==> src/hdl/rpe_pkg.sv <==
package rpe_pkg;

   // Table geometry and field widths.
   localparam int MAX_REGIONS = 64;
   localparam int FRAME_BITS  = 24;
   localparam int SLOT_BITS   = $clog2(MAX_REGIONS);
   localparam int SCAN_BITS   = $clog2(MAX_REGIONS + 1);
   localparam int COUNT_BITS  = 7;
   localparam int RAMP_BITS   = 16;
   localparam int SHIFT_BITS  = 14;
   localparam int BEGIN_BITS  = FRAME_BITS;
   localparam int END_BITS    = FRAME_BITS + 1;
   localparam int FRAME_W     = FRAME_BITS + 1;
   localparam int ENTRY_BITS  = SHIFT_BITS + END_BITS + BEGIN_BITS;

   // Configuration port.
   localparam int CSR_IDX_BITS  = 1;
   localparam int CSR_DATA_BITS = RAMP_BITS;
   localparam logic [CSR_IDX_BITS-1:0] CSR_RAMP_FRAMES  = 1'b0;
   localparam logic [CSR_IDX_BITS-1:0] CSR_REGION_COUNT = 1'b1;

   // Transaction operations.
   localparam logic OP_LOAD  = 1'b0;
   localparam logic OP_QUERY = 1'b1;

   // Arithmetic widths of the ramp weight.
   localparam int Q_BITS       = 16;
   localparam int T_BITS       = Q_BITS + 1;
   localparam int R2_BITS      = RAMP_BITS + 1;
   localparam int DIST_BITS    = FRAME_BITS + 2;
   localparam int SQ_BITS      = 2 * T_BITS;
   localparam int F_BITS       = Q_BITS + 2;
   localparam int WEIGHT_FRAC  = 3 * Q_BITS;
   localparam int W_BITS       = WEIGHT_FRAC + 1;
   localparam int W_LO_BITS    = 25;
   localparam int W_HI_BITS    = W_BITS - W_LO_BITS;
   localparam int ACC_BITS     = WEIGHT_FRAC + SHIFT_BITS;
   localparam int DIV_CNT_BITS = $clog2(Q_BITS);

   localparam logic [T_BITS-1:0] ONE_Q = T_BITS'(1 << Q_BITS);
   localparam logic [F_BITS-1:0] THREE_Q = F_BITS'(3 * (1 << Q_BITS));
   localparam logic [DIV_CNT_BITS-1:0] DIV_LAST = DIV_CNT_BITS'(Q_BITS - 1);

   // Datapath commands.
   localparam int DP_OP_BITS = 4;
   localparam logic [DP_OP_BITS-1:0] DP_NOP    = 4'd0;
   localparam logic [DP_OP_BITS-1:0] DP_LOAD   = 4'd1;
   localparam logic [DP_OP_BITS-1:0] DP_START  = 4'd2;
   localparam logic [DP_OP_BITS-1:0] DP_HIT    = 4'd3;
   localparam logic [DP_OP_BITS-1:0] DP_PREP   = 4'd4;
   localparam logic [DP_OP_BITS-1:0] DP_DECIDE = 4'd5;
   localparam logic [DP_OP_BITS-1:0] DP_DIV    = 4'd6;
   localparam logic [DP_OP_BITS-1:0] DP_MUL_SQ = 4'd7;
   localparam logic [DP_OP_BITS-1:0] DP_MUL_W  = 4'd8;
   localparam logic [DP_OP_BITS-1:0] DP_MUL_LO = 4'd9;
   localparam logic [DP_OP_BITS-1:0] DP_MUL_HI = 4'd10;
   localparam logic [DP_OP_BITS-1:0] DP_ROUND  = 4'd11;
   localparam logic [DP_OP_BITS-1:0] DP_MISS   = 4'd12;
   localparam logic [DP_OP_BITS-1:0] DP_OUT    = 4'd13;

   typedef struct packed {
      logic [DP_OP_BITS-1:0] op;
      logic [SLOT_BITS-1:0]  rd_addr;
   } rpe_cmd_type;

   typedef struct packed {
      logic                 hit_now;
      logic                 zero_ramp;
      logic                 clamp;
      logic [SCAN_BITS-1:0] count;
   } rpe_stat_type;

endpackage

==> src/hdl/rpe_controller.sv <==
module rpe_controller (
   input  logic                  clock,
   input  logic                  reset,
   input  logic                  req_valid,
   input  logic                  req_operation,
   output logic                  req_ready,
   output logic                  rsp_valid,
   input  logic                  rsp_ready,
   input  rpe_pkg::rpe_stat_type stat,
   output rpe_pkg::rpe_cmd_type  cmd
);
   import rpe_pkg::*;

   localparam int ST_BITS = 4;
   localparam logic [ST_BITS-1:0] ST_IDLE   = 4'd0;
   localparam logic [ST_BITS-1:0] ST_SCAN   = 4'd1;
   localparam logic [ST_BITS-1:0] ST_PREP   = 4'd2;
   localparam logic [ST_BITS-1:0] ST_DECIDE = 4'd3;
   localparam logic [ST_BITS-1:0] ST_DIV    = 4'd4;
   localparam logic [ST_BITS-1:0] ST_MUL_SQ = 4'd5;
   localparam logic [ST_BITS-1:0] ST_MUL_W  = 4'd6;
   localparam logic [ST_BITS-1:0] ST_MUL_LO = 4'd7;
   localparam logic [ST_BITS-1:0] ST_MUL_HI = 4'd8;
   localparam logic [ST_BITS-1:0] ST_ROUND  = 4'd9;
   localparam logic [ST_BITS-1:0] ST_DONE   = 4'd10;

   logic [ST_BITS-1:0]      state_ff, state_in;
   logic [SCAN_BITS-1:0]    rd_idx_ff, rd_idx_in;
   logic                    cmp_vld_ff, cmp_vld_in;
   logic [DIV_CNT_BITS-1:0] div_cnt_ff, div_cnt_in;
   logic                    rsp_valid_ff, rsp_valid_in;
   logic                    accept;
   logic                    rsp_free;

   assign req_ready = (state_ff == ST_IDLE);
   assign accept    = req_valid && req_ready;
   assign rsp_free  = !rsp_valid_ff || rsp_ready;
   assign rsp_valid = rsp_valid_ff;

   // Next state and datapath command.
   always_comb begin
      state_in     = state_ff;
      rd_idx_in    = rd_idx_ff;
      cmp_vld_in   = cmp_vld_ff;
      div_cnt_in   = div_cnt_ff;
      rsp_valid_in = rsp_valid_ff && !rsp_ready;
      cmd.op       = DP_NOP;
      cmd.rd_addr  = rd_idx_ff[SLOT_BITS-1:0];
      case (state_ff)
         ST_IDLE: begin
            if (accept) begin
               if (req_operation == OP_LOAD) begin
                  cmd.op = DP_LOAD;
               end else begin
                  cmd.op     = DP_START;
                  rd_idx_in  = '0;
                  cmp_vld_in = 1'b0;
                  state_in   = ST_SCAN;
               end
            end
         end
         ST_SCAN: begin
            // Reads are issued one slot a cycle; the compare trails the read through the registered read port.
            if (cmp_vld_ff && stat.hit_now) begin
               cmd.op     = DP_HIT;
               cmp_vld_in = 1'b0;
               state_in   = ST_PREP;
            end else if (!cmp_vld_ff && (rd_idx_ff >= stat.count)) begin
               cmd.op   = DP_MISS;
               state_in = ST_DONE;
            end else if (rd_idx_ff < stat.count) begin
               rd_idx_in  = rd_idx_ff + 1'b1;
               cmp_vld_in = 1'b1;
            end else begin
               cmp_vld_in = 1'b0;
            end
         end
         ST_PREP: begin
            cmd.op   = DP_PREP;
            state_in = ST_DECIDE;
         end
         ST_DECIDE: begin
            cmd.op     = DP_DECIDE;
            div_cnt_in = '0;
            if (stat.zero_ramp) begin
               state_in = ST_DONE;
            end else if (stat.clamp) begin
               state_in = ST_MUL_SQ;
            end else begin
               state_in = ST_DIV;
            end
         end
         ST_DIV: begin
            cmd.op     = DP_DIV;
            div_cnt_in = div_cnt_ff + 1'b1;
            if (div_cnt_ff == DIV_LAST) begin
               state_in = ST_MUL_SQ;
            end
         end
         ST_MUL_SQ: begin
            cmd.op   = DP_MUL_SQ;
            state_in = ST_MUL_W;
         end
         ST_MUL_W: begin
            cmd.op   = DP_MUL_W;
            state_in = ST_MUL_LO;
         end
         ST_MUL_LO: begin
            cmd.op   = DP_MUL_LO;
            state_in = ST_MUL_HI;
         end
         ST_MUL_HI: begin
            cmd.op   = DP_MUL_HI;
            state_in = ST_ROUND;
         end
         ST_ROUND: begin
            cmd.op   = DP_ROUND;
            state_in = ST_DONE;
         end
         ST_DONE: begin
            // Hand the result to the output register once it is free.
            if (rsp_free) begin
               cmd.op       = DP_OUT;
               rsp_valid_in = 1'b1;
               state_in     = ST_IDLE;
            end
         end
         default: begin
            state_in = ST_IDLE;
         end
      endcase
   end

   always_ff @(posedge clock) begin
      if (reset) begin
         state_ff     <= ST_IDLE;
         rd_idx_ff    <= '0;
         cmp_vld_ff   <= 1'b0;
         div_cnt_ff   <= '0;
         rsp_valid_ff <= 1'b0;
      end else begin
         state_ff     <= state_in;
         rd_idx_ff    <= rd_idx_in;
         cmp_vld_ff   <= cmp_vld_in;
         div_cnt_ff   <= div_cnt_in;
         rsp_valid_ff <= rsp_valid_in;
      end
   end

   // An accepted query always starts a table scan.
   a_query_starts_scan: assert property (@(posedge clock) disable iff (reset)
      (accept && (req_operation == OP_QUERY)) |=> (state_ff == ST_SCAN))
      else $error("query transaction did not start a scan");

   // The divide step counter rests at zero outside the divide.
   a_div_cnt_idle: assert property (@(posedge clock) disable iff (reset)
      (state_ff != ST_DIV) |-> (div_cnt_ff == '0))
      else $error("divide counter nonzero outside the divide");

   // A pending compare always follows at least one issued read.
   a_cmp_after_read: assert property (@(posedge clock) disable iff (reset)
      (state_ff == ST_SCAN && cmp_vld_ff) |-> (rd_idx_ff != '0))
      else $error("compare without an issued read");

   // A result shows up only right after the done state.
   a_rsp_from_done: assert property (@(posedge clock) disable iff (reset)
      $rose(rsp_valid_ff) |-> ($past(state_ff) == ST_DONE))
      else $error("response raised outside the done state");

   // A finished query with a free output register is delivered next cycle.
   a_done_delivers: assert property (@(posedge clock) disable iff (reset)
      (state_ff == ST_DONE && rsp_free) |=> rsp_valid_ff)
      else $error("finished result was not delivered");

endmodule

==> config.mk <==
export PLATFORM = sky130hd
export DESIGN_NAME = rpe_controller
export DESIGN_NICKNAME = d
export VERILOG_FILES = /design/src/hdl/rpe_pkg.sv /design/src/hdl/rpe_controller.sv
export SDC_FILE = /design/constraint.sdc
export NUM_CORES = 1
export LEC_CHECK = 0
export ABC_AREA = 0
export BUFFER_PORTS_ARGS = -buffer_cell sky130_fd_sc_hd__buf_2
export CORE_MARGIN = 2
export CORE_UTILIZATION = 55
export DETAILED_ROUTE_END_ITERATION = 8
export PLACE_DENSITY = 0.79
export SYNTH_ARGS = -nofsm -noshare
export SYNTH_HDL_FRONTEND = slang
export SYNTH_SLANG_ARGS = --single-unit
==> constraint.sdc <==
create_clock -name clock -period 3.65 [get_ports clock]
set_input_delay 0.73 -clock clock [delete_from_list [all_inputs] [get_ports clock]]
set_output_delay 0.73 -clock clock [all_outputs]
set_load 0.005 [all_outputs]
==> flow_summary.json, run 1 <==
{
  "grt_pass1_vias": 1192,
  "startpoint": "stat[4]",
  "cp_slowest_cell": "a211oi_1",
  "critPathCaptureType": "primary output",
  "clock_power_share": 0.138,
  "reg2reg_to": "rd_idx_ff[2]",
  "synth-warning-count": 0,
  "cp-start-kind": "input pin",
  "holdCritPathClass": "flop to flop",
  "grt_pass1_wl_um": 5375,
  "num_antenna_cells": 0,
  "ant_nets": 0,
  "synth_area_leader_cell": "dfxtp_1",
  "dp.cells": 236,
  "criticalPathCategory": "input pin to primary output",
  "slew_headroom": 0.4600,
  "insertion_delay_ns": 0.31,
  "async_flop_share": 0,
  "critPathMaxFanout": 4,
  "core_area_um2": 2477,
  "synth_ff_type": "dfxtp_1",
  "drive_above_1_share": 0.1619,
  "rows": 18,
  "grt-ovfl-total": 0,
  "ys_types": 42,
  "synth.area.top_cells": "dfxtp_1 (24%), ha_1 (7.8%), a21oi_1 (5.6%)",
  "endpoint": "cmd[9]",
  "cp_data_arrival_time_ns": 2.23,
  "syn_to_final_growth_pct": 6.005,
  "outcome": "finished, final reports clean",
  "cts_buffers": 3,
  "fin_nets": 235,
  "wl_um": 3377,
  "drtPass1Iterations": 4,
  "final_util": 0.6152,
  "cts_resized": 0,
  "postCtsHoldBufs": 0,
  "drc_errors": 0,
  "place_congestion": 0.8718,
  "gr-usage-met1": 0.3475,
  "grt_most_used_layer": "met2",
  "numPortBuffers": 26,
  "required_ns": 2.92,
  "power_frac_comb": 0.502,
  "drv_slew": 0,
  "start_util": 0.5803,
  "cts_sinks": 17,
  "cts_root_buffer": "clkbuf_4",
  "switching_share": 0.4777,
  "viasPerCell": 6.117,
  "h-tree-depth": 1,
  "synth_cells": 197,
  "p_switching_uw": 391.5,
  "pwr-share-seq": 0.359,
  "antenna_found_initial": 0,
  "worst_pin_slew_ns": 0.8031,
  "dieArea_um2": 3039,
  "clk_pin_slew_ns": 0.12,
  "vias": 1468,
  "ys_seq_area_frac": 0.2367,
  "fillCellCount": 244,
  "reg2regPathDepth": 4,
  "cpPeakStageDelay_ns": 0.30,
  "synthesis.nets": 221,
  "leakage_uw": 0.0006746,
  "grt.total_usage": 0.2427,
  "use_met2": 0.3710,
  "intPower_uw": 427.9,
  "min_period_ns": 2.956,
  "synth_area_per_cell_um2": 7.298,
  "cts_tree": "yes",
  "die_h_um": 55.13,
  "ys_ff_latch": 17,
  "max_freq_mhz": 338.3,
  "finClkSkew_ns": 0.01381,
  "setup_viol": 0,
  "hpwl_um": 2428,
  "reg2reg_slack_ns": 1.13,
  "postCtsSetupBuffers": 0,
  "grtUsageMet3": 0.04839,
  "max_cap_violations": 0,
  "drtIter0Drc": 42,
  "rsz0062_at_grt": "false",
  "pin_count": 27,
  "p_per_area_nw_per_um2": 537.7,
  "hold_viol_final": 0,
  "synth_edf_count": 0,
  "path_cells": "buf_2 -> inv_1 -> ha_1 -> a211oi_1 -> o21ba_2 -> o21a_1 -> o31ai_1 -> a21o_1 -> buf_2",
  "syn_area_um2": 1438,
  "crit_path_frequent_cell": "buf_2",
  "tns_ns": 0,
  "fp.dieW_um": 55.13,
  "fin_crit_sh": 0.8098,
  "clock_path_buffers": 2,
  "grt_max_degree": 22,
  "ir_worst_vdd_v": 0.0003372,
  "fin_cells": 240,
  "rr_startpoint": "state_ff[0]",
  "synth_top_area_share": 0.2367,
  "wire_per_inst_um": 14.07
}
registers in the layout, indices dropped and copies added (netlist names):
signal      flops
div_cnt_ff      4
cmp_vld_ff      1
rd_idx_ff       7
state_ff        4
rsp_valid       1
how the worst min path moves through the flow:
stage          depth (start not counted)          start  slack (ns)       endpoint
3_3_place_gp                           2  div_cnt_ff[0]        0.49  div_cnt_ff[0]
6_report                               2  div_cnt_ff[0]        0.52  div_cnt_ff[0]
3_5_place_dp                           2  div_cnt_ff[0]        0.50  div_cnt_ff[0]
5_1_grt                                2  div_cnt_ff[0]        0.55  div_cnt_ff[0]
2_1_floorplan                          2  div_cnt_ff[0]        0.47  div_cnt_ff[0]
4_1_cts                                2  div_cnt_ff[0]        0.52  div_cnt_ff[0]
worst max-delay path, delay by kind of cell:
family                     cells  cell delay [ns]
buffers and inverters          3             0.22
AOI/OAI and AO/OA              5             0.97
adders and majority gates      1             0.29
final cells by class:
class | count | area, um2 | area share
multi-input combinational | 144 | 917.1 | 0.6018
sequential | 17 | 340.3 | 0.2233
clock buffer | 3 | 22.52 | 0.01478
timing repair buffer | 26 | 130.1 | 0.08539
tap | 30 | 37.54 | 0.02463
clock inverter | 1 | 5.005 | 0.003284
inverter | 19 | 71.32 | 0.04680
layout by cell type, fill, tap and decap left out, types with 2 or more instances in the layout:
cell and instances:
a31oi_1 3, a21oi_1 16, and3_1 5, dfxtp_1 17
nor2_1 17, o211ai_1 2, mux2i_1 2, nand3_1 11
nand2_1 13, nor3_1 3, o32ai_1 2, or4_1 4
o21a_1 2, a221oi_1 2, clkbuf_4 3, o31ai_1 5
nor2b_1 5, nor4_1 2, a211oi_1 5, ha_1 9
inv_1 19, o21ai_0 15, buf_2 26, nand4_1 5
stage by stage:
step                setup WS (ns)  total power, uW  hold slack [ns]  area (um2)
CTS                        0.7131            815.8           0.5167        1524
detailed placement         0.7205            703.1           0.4982        1496
global placement           0.7624            691.7           0.4889        1496
finish                     0.6942            819.4           0.5181        1524
floorplan                   1.019            627.6           0.4739        1438
global route               0.5882            889.5           0.5524        1524
power groups by stage:
stage,Clock (uW),Sequential (uW),Combinational [uW]
global placement,0,293,399
finish,113,294,412
detailed placement,0,296,407
floorplan,0,232,396
global route,123,302,464
CTS,114,291,411
synthesized netlist by cell type, types with 3 or more instances:
| master | n |
|---|---|
| clkbuf_1 | 7 |
| buf_6 | 3 |
| nand2_1 | 13 |
| buf_4 | 6 |
| a211oi_1 | 5 |
| a31oi_1 | 3 |
| or4_1 | 4 |
| nand4_1 | 5 |
| a21oi_1 | 16 |
| nand3_1 | 11 |
| inv_1 | 19 |
| ha_1 | 9 |
| nor3_1 | 3 |
| nor2_1 | 17 |
| dfxtp_1 | 17 |
| nor2b_1 | 5 |
| o21ai_0 | 15 |
| o31ai_1 | 5 |
| and3_1 | 5 |
layer usage:
layer / routed length (um) / up-vias / share of wire
met5: 0 / - / 0
met4: 36 / 0 / 0.011
met3: 163 / 5 / 0.048
met2: 1492 / 34 / 0.44
met1: 1684 / 677 / 0.50
li1: - / 752 / -
cells by family after synthesis:
group                      synth area share
DFF                                  0.2367
muxes                               0.01393
and+or+nand+nor                      0.2498
adders and majority gates           0.07833
buffers and inverters                0.1253
AOI/OAI and AO/OA                    0.2898
xor gates and xnor gates           0.006093
(Power assumes the default switching activity.)
==> run 2, diff against run 1 <==
Clock period 3.65 ns to 2.9 ns, I/O delays scaled along.
==> run 2 against run 1 <==
  * First-iteration DRC count is 110% higher
  * Critical path depth is 1 lower
  * Sequential cell count stayed put
  * Critical endpoint is now cmd[8]
  * Clock power is 17% higher
  * Largest power group unchanged
  * Power is 29% higher
==> flow_summary.json, run 2 (synthesized netlist as in run 1, its figures left out) <==
{
  "whs_endpoint": "div_cnt_ff[0]",
  "required_ns": 2.32,
  "viasPerCell": 6.305,
  "power_uw": 1057,
  "drc_errors": 0,
  "cp_data_arrival_time_ns": 2.12,
  "vias": 1532,
  "cts_tree": "yes",
  "num_antenna_cells": 0,
  "postCtsSetupBuffers": 0,
  "cpPeakStageDelay_ns": 0.44,
  "fin_nets": 238,
  "largest_register_ffs": 7,
  "largest_register": "rd_idx_ff",
  "cp_num_buf_inv": 2,
  "holdCritPathClass": "flop to flop",
  "max_freq_mhz": 371.1,
  "reg2regPathDepth": 6,
  "place_congestion": 0.8974,
  "antenna_found_initial": 0,
  "final_cell_mix": "buf_2 (26), inv_1 (19), nor2_1 (17), a21oi_1 (16), dfxtp_1 (16)",
  "critPathMaxFanout": 6,
  "reg2reg_slack_ns": 0.51,
  "drv_slew": 0,
  "grt_pass1_vias": 1236,
  "rsz0062_at_grt": "false",
  "postCtsHoldBufs": 0,
  "reg2reg_to": "rd_idx_ff[2]",
  "grt.total_usage": 0.2621,
  "fp.dieW_um": 55.13,
  "ir_worst_vdd_v": 0.0004873,
  "pin_count": 27,
  "start_util": 0.5803,
  "max_cap_violations": 0,
  "grt_max_degree": 21,
  "syn_to_final_growth_pct": 7.572,
  "critPathCaptureType": "primary output",
  "numPortBuffers": 26,
  "holdPathStages": 2,
  "outcome": "finished, final reports clean",
  "wl_um": 3540,
  "drive_above_1_share": 0.1737,
  "setup_viol": 0,
  "ant_nets": 0,
  "cts_resized": 0,
  "cp-start-kind": "flop",
  "clock_path_buffers": 2,
  "fillCellCount": 242,
  "fin_cells": 243,
  "final_common_cell": "buf_2",
  "rr_startpoint": "rd_idx_ff[4]",
  "cts_sinks": 17,
  "cts_buffers": 3,
  "path_delay_family": "compound AO/OA/AOI/OAI gates",
  "tns_ns": 0,
  "worst_pin_slew_ns": 0.8437,
  "drtPass1Iterations": 4,
  "leakage_uw": 0.0006880,
  "fin_crit_sh": 0.9293,
  "final_util": 0.6242,
  "clk_pin_slew_ns": 0.10,
  "p_per_area_nw_per_um2": 683.3,
  "cp_slowest_cell": "dfxtp_1",
  "rows": 18,
  "die_h_um": 55.13,
  "hold_viol_final": 0,
  "insertion_delay_ns": 0.30,
  "crit_path_frequent_cell": "o21a_1",
  "wire_per_inst_um": 14.57,
  "min_from": "div_cnt_ff[0]",
  "path_cells": "inv_1 -> ha_1 -> nor2b_1 -> o21a_1 -> o21a_1 -> o31ai_1 -> and3_1 -> buf_2",
  "grt_pass1_wl_um": 5678,
  "core_area_um2": 2477,
  "largestRegisters": "rd_idx_ff: 7 flops, div_cnt_ff: 4 flops, state_ff: 4 flops",
  "criticalPathCategory": "flop to primary output",
  "cts_root_buffer": "clkbuf_4",
  "finClkSkew_ns": 0.005041,
  "drtIter0Drc": 87,
  "h-tree-depth": 1,
  "slew_headroom": 0.4327,
  "grt-ovfl-total": 0,
  "hpwl_um": 2608,
  "dp.cells": 239,
  "dieArea_um2": 3039,
  "min_period_ns": 2.695
}
==> run 2: cell types whose count changed in the layout (fill, tap and decap cells not counted), sizes merged <==
| cell | previous run | this run |
|---|---|---|
| clkinv | 1 | 0 |
| buf | 26 | 29 |
| clkbuf | 3 | 4 |
==> run 2: power breakdown <==
| group | switching (uW) | internal [uW] |
|---|---|---|
| Sequential | 35.5 | 265 |
| Clock | 78.7 | 53.6 |
| Combinational | 379 | 245 |
| Total | 493 | 564 |
==> run 2: final cells by class <==
| class | instances | area [um2] | area share |
|---|---|---|---|
| Clock buffer | 4 | 26.28 | 0.01699 |
| Inverter | 19 | 71.32 | 0.04612 |
| Multi-Input combinational cell | 144 | 917.1 | 0.5930 |
| Sequential cell | 17 | 341.6 | 0.2209 |
| Tap cell | 30 | 37.54 | 0.02427 |
| Timing Repair Buffer | 29 | 152.6 | 0.09871 |
==> run 2: metal layers <==
metal  part of all wire  up-vias  global-route usage
met3              0.068        8             0.04839
li1                   -      756                   -
met1               0.46      707              0.3701
met5                  0        -                   0
met4             0.0079        0             0.06098
met2               0.47       61              0.4127
==> run 2: worst max-delay path by stage <==
| stage | startpoint | end | slack (ns) | cells after the start |
|---|---|---|---|---|
| after global placement | stat[4] | rd_idx_ff[2] | 0.28 | 8 |
| after detailed placement | stat[4] | rd_idx_ff[1] | 0.18 | 8 |
| after CTS | rd_idx_ff[4] | cmd[9] | 0.16 | 7 |
| after global routing | rd_idx_ff[2] | cmd[9] | 0.09 | 7 |
| after floorplan | stat[4] | rd_idx_ff[2] | 0.52 | 7 |
| final | rd_idx_ff[0] | cmd[8] | 0.20 | 8 |
==> run 2: through the flow <==
step	worst slack (ns)	area [um2]	hold slack, ns
after global placement	0.2844	1519	0.4886
after CTS	0.1556	1545	0.5109
final	0.2050	1546	0.5127
after global routing	0.08560	1546	0.5466
after floorplan	0.5212	1438	0.4739
after detailed placement	0.1777	1519	0.4932
==> run 2: tightest hold or removal path, cell delays in order (launching register included) <==
cell and delay [ns]:
dfxtp_1 0.36, nand2_1 0.07, a21oi_1 0.05
